<file path="src/rtl/ptbl_pkg.sv">
// Shared types and constants for the per-slot token bucket limiter.
package ptbl_pkg;

    localparam int CAP_W      = 16;
    localparam int RATE_W     = 32;
    localparam int TIME_W     = 48;
    localparam int HALF_W     = TIME_W / 2;
    localparam int MULP_W     = RATE_W + HALF_W;
    localparam int PROD_W     = RATE_W + TIME_W;
    localparam int SLOT_W     = 8;
    localparam int SLOT_RANGE = 2 ** SLOT_W;
    localparam int CFG_IDX_W  = 8;
    localparam int CFG_DATA_W = 32;
    localparam int S_DATA_W   = 56;
    localparam int M_DATA_W   = 8;

    localparam logic [CFG_IDX_W-1:0] REG_ID_CAP    = 8'd0;
    localparam logic [CFG_IDX_W-1:0] REG_ID_REFILL = 8'd1;
    localparam logic [CFG_IDX_W-1:0] REG_IP_CAP    = 8'd2;
    localparam logic [CFG_IDX_W-1:0] REG_IP_REFILL = 8'd3;

    // Controller to datapath commands: at most one is active per cycle.
    typedef struct packed {
        logic clear_en;
        logic accept_en;
        logic load_en;
        logic mul_lo_en;
        logic mul_hi_en;
        logic sum_en;
        logic refill_en;
        logic commit_en;
    } ptbl_cmd_t;

    typedef struct packed {
        logic clear_last;
        logic out_busy;
    } ptbl_sts_t;

endpackage

</file>
<file path="src/rtl/ptbl_ctrl.sv">
// Sequencer for the limiter: clearing pass, then one request at a time.
module ptbl_ctrl
    import ptbl_pkg::*;
(
    input  logic       aclk,
    input  logic       aresetn,
    input  logic       s_tvalid,
    output logic       s_tready,
    input  ptbl_sts_t  sts,
    output ptbl_cmd_t  cmd
);

    typedef enum logic [2:0] {
        ST_CLEAR,
        ST_IDLE,
        ST_LOAD,
        ST_MUL_LO,
        ST_MUL_HI,
        ST_SUM,
        ST_REFILL,
        ST_TAKE
    } state_t;

    state_t state_reg, state_next;
    logic   s_tready_reg;

    always_comb begin
        state_next = state_reg;
        cmd        = '0;
        case (state_reg)
            ST_CLEAR: begin
                cmd.clear_en = 1'b1;
                if (sts.clear_last) begin
                    state_next = ST_IDLE;
                end
            end
            ST_IDLE: begin
                if (s_tvalid && s_tready_reg) begin
                    cmd.accept_en = 1'b1;
                    state_next    = ST_LOAD;
                end
            end
            ST_LOAD: begin
                cmd.load_en = 1'b1;
                state_next  = ST_MUL_LO;
            end
            ST_MUL_LO: begin
                cmd.mul_lo_en = 1'b1;
                state_next    = ST_MUL_HI;
            end
            ST_MUL_HI: begin
                cmd.mul_hi_en = 1'b1;
                state_next    = ST_SUM;
            end
            ST_SUM: begin
                cmd.sum_en = 1'b1;
                state_next = ST_REFILL;
            end
            ST_REFILL: begin
                cmd.refill_en = 1'b1;
                state_next    = ST_TAKE;
            end
            ST_TAKE: begin
                // hold until the output register can take the result
                if (!sts.out_busy) begin
                    cmd.commit_en = 1'b1;
                    state_next    = ST_IDLE;
                end
            end
            default: begin
                state_next = ST_CLEAR;
            end
        endcase
    end

    always_ff @(posedge aclk) begin
        if (!aresetn) begin
            state_reg    <= ST_CLEAR;
            s_tready_reg <= 1'b0;
        end else begin
            state_reg    <= state_next;
            s_tready_reg <= (state_next == ST_IDLE);
        end
    end

    assign s_tready = s_tready_reg;

    a_cmd_exclusive: assert property (@(posedge aclk) disable iff (!aresetn)
        $onehot0(cmd))
        else $error("ptbl_ctrl: more than one datapath command active");

    a_no_overwrite: assert property (@(posedge aclk) disable iff (!aresetn)
        cmd.commit_en |-> !sts.out_busy)
        else $error("ptbl_ctrl: result committed over a held beat");

    a_one_in_flight: assert property (@(posedge aclk) disable iff (!aresetn)
        cmd.accept_en |=> !s_tready)
        else $error("ptbl_ctrl: second beat accepted while busy");

endmodule

</file>
<file path="config.mk">
export PLATFORM = sky130hd
export DESIGN_NAME = ptbl_ctrl
export DESIGN_NICKNAME = d
export VERILOG_FILES = /design/src/rtl/ptbl_pkg.sv /design/src/rtl/ptbl_ctrl.sv
export SDC_FILE = /design/constraint.sdc
export NUM_CORES = 1
export LEC_CHECK = 0
export ABC_AREA = 1
export BUFFER_PORTS_ARGS = -buffer_cell sky130_fd_sc_hd__clkbuf_2
export CORE_AREA = 2 2 39 41
export DETAILED_ROUTE_END_ITERATION = 12
export DIE_AREA = 0 0 41 43
export PLACE_DENSITY_LB_ADDON = 0.08
export SYNTH_ARGS = -nofsm -noshare
export SYNTH_HDL_FRONTEND = slang
export SYNTH_SLANG_ARGS = --single-unit
</file>
<file path="constraint.sdc">
create_clock -name aclk -period 1 [get_ports aclk]
set_input_delay 0 -clock aclk [delete_from_list [all_inputs] [get_ports aclk]]
set_output_delay 0 -clock aclk [all_outputs]
set_load 0.02 [all_outputs]
</file>
==> impl_metrics.json <==
{
  "synth_area_leader_cell": "dfxtp_1",
  "timing.final.ws_setup_ns": -0.09880,
  "n_antenna_cell": 0,
  "status": "complete, but fails checks",
  "syn-cell-area_um2": 260.3,
  "skew_ns": 0.002271,
  "critPathMaxFanout": 8,
  "htreeDepth": 1,
  "worstPathRequired_ns": 1.00,
  "worst_slew_pin_slew_ns": 0.1599,
  "clkLatencyLatePin_ns": 0.23,
  "drive_above_1_share_pct": 61.64,
  "min_period_ns": 1.099,
  "drtIter0Drc": 2,
  "clockBufferDepth": 2,
  "powerDensity_nw_per_um2": 988.7,
  "grt_overflow": 0,
  "yosys-top-cells-area": "dfxtp_1, nand2_1, nand3_1, nor2_1, inv_1",
  "gp_congestion": 0.6391,
  "antenna_found_initial": 0,
  "mostFrequentLayoutCells": "buf_4, nand2_1, inv_1, nor2_1",
  "synth_nets": 50,
  "drc_errors": 0,
  "n_fill_cell": 151,
  "grt_pass1_vias": 291,
  "yosysSeqAreaShare_pct": 30.77,
  "ir_drop_uv": 381.6,
  "die_h_um": 43,
  "rrSetupSlack_ns": -0.06,
  "yosys_warnings": 0,
  "violations": "setup timing",
  "synth_top_area_share_pct": 30.77,
  "final-setup-viol-count": 8,
  "grt_start_max_net_pins": 9,
  "final_common_cell": "buf_4",
  "vias_per_cell": 4.045,
  "port_buffers": 13,
  "die_w_um": 41,
  "wl_per_cell_um": 8.011,
  "synth_cell_types": 11,
  "path_cells": "inv_4 > nand2_4 > nor2_2 > nand3_1 > inv_1 > clkbuf_8",
  "path_class": "flip-flop to output pin",
  "path_clk_slew_ns": 0.04,
  "nNetsFinal": 80,
  "cts_tree": "done",
  "hpwlAfterDp_um": 525.8,
  "finish.utilization_pct": 41.95,
  "cp_data_arrival_time_ns": 1.10,
  "syn_area_per_cell_um2": 5.783,
  "cts-root-buf": "clkbuf_4",
  "largest_reg_flops": 3,
  "endpoint_kind": "output pin",
  "maxSlewViolCount": 0,
  "grt_usage_pct": 9.347,
  "ys_ff_latch": 4,
  "syn_inst": 45,
  "worst_hold_path_type": "primary input to flip-flop",
  "fin_cells": 89,
  "ios": 14,
  "start_kind": "flip-flop",
  "area_growth_pct": 123.1,
  "cp_slowest_stage_delay_ns": 0.36,
  "firstDrtPassIters": 4,
  "cp_slowest_cell": "dfxtp_4",
  "rsz0062_at_grt": "true",
  "num_vias": 360,
  "floorplan.initialDensity_pct": 18.81,
  "die_area_um2": 1763,
  "dp.cells": 82,
  "ant_nets": 0,
  "leakagePower_nw": 0.3248,
  "finalHoldViolCount": 0,
  "cts.sinks": 4,
  "wl_um": 713,
  "finalCritPeriodShare_pct": 109.9,
  "p_total_mw": 0.5740,
  "relSlewSlack_pct": 89.30,
  "cap_violations": 0,
  "coreArea_um2": 1384,
  "rows": 14,
  "numCtsBuffers": 3,
  "grt_pass1_wl_um": 1104,
  "max_freq_ghz": 0.9101
}
## synth_stat cells (all sizes together)
cell,number
buf,1
dfxtp,4
inv,10
nand2,10
nand3,7
nand3b,1
nor2,9
nor3,2
o21ai,1
## path summary, 6_finish.rpt
check,depth (start not counted),start,to
setup / recovery,6,state_reg[1]$_SDFF_PN0_,cmd[6]
hold / removal,7,sts[1],state_reg[0]$_SDFF_PN0_
setup reg to reg,8,state_reg[1]$_SDFF_PN0_,state_reg[1]$_SDFF_PN0_
hold reg to reg,5,s_tready$_SDFF_PN0_,state_reg[0]$_SDFF_PN0_
## cell families (layout without fill, tap and decap cells)
| kind of cell | count (synthesis) | in the layout | synth area share, % |
|---|---|---|---|
| simple gates | 29 | 29 | 48.56 |
| buf+inv | 11 | 39 | 18.75 |
| flops | 4 | 4 | 30.77 |
| compound gates | 1 | 1 | 1.921 |
## per-stage QoR
stage	instance area (um2)	setup TNS, ns	hold WS [ns]	setup slack [ns]
6_report	580.6	-0.4828	0.1908	-0.09880
5_1_grt	580.6	-1.112	0.2393	-0.1563
4_1_cts	519.2	-0.6500	0.1707	-0.1025
3_5_place_dp	401.6	-0.1975	0.2392	-0.1220
3_3_place_gp	401.6	-0.1825	0.2294	-0.1152
2_1_floorplan	260.3	0	0.08867	0.02349
## critical path, delay by kind of cell, from the launching register on
family / cells / cell delay [ns]
DFF: 1 / 0.36
buffers and inverters: 3 / 0.29
and+or+nand+nor: 3 / 0.22
## metal layers
metal / GRT usage [%] / wire, um / vias to the layer above
met5: 0 / 0 / -
met4: 8.000 / 15 / 0
li1: - / - / 192
met1: 11.29 / 264 / 158
met2: 13.44 / 403 / 8
met3: 1.571 / 29 / 2
## final cells by class
class / instances / area [um2] / area share [%]
repair buffers: 26 / 224.0 / 38.58
clock buffers: 3 / 22.52 / 3.879
flip-flops and latches: 4 / 91.34 / 15.73
multi-input cells: 30 / 180.2 / 31.03
well taps: 16 / 20.02 / 3.448
inverters: 10 / 42.54 / 7.328
## report_power, final
group          leakage (nW)  internal (mW)  switching (mW)
sequential           0.0350          0.174          0.0230
clock                0.0138          0.134          0.0611
combinational         0.276         0.0878          0.0942
total                 0.325          0.396           0.178
## timing repair
item                                    CTS  global route
buffers inserted                          2             1
hold buffers                              1             0
endpoints found under the setup margin   11            11
endpoints found under the hold margin     2             0
gates resized for setup                  22            21
pin swaps                                 2             5
No activity file was read; power rests on OpenSTA's default activity.
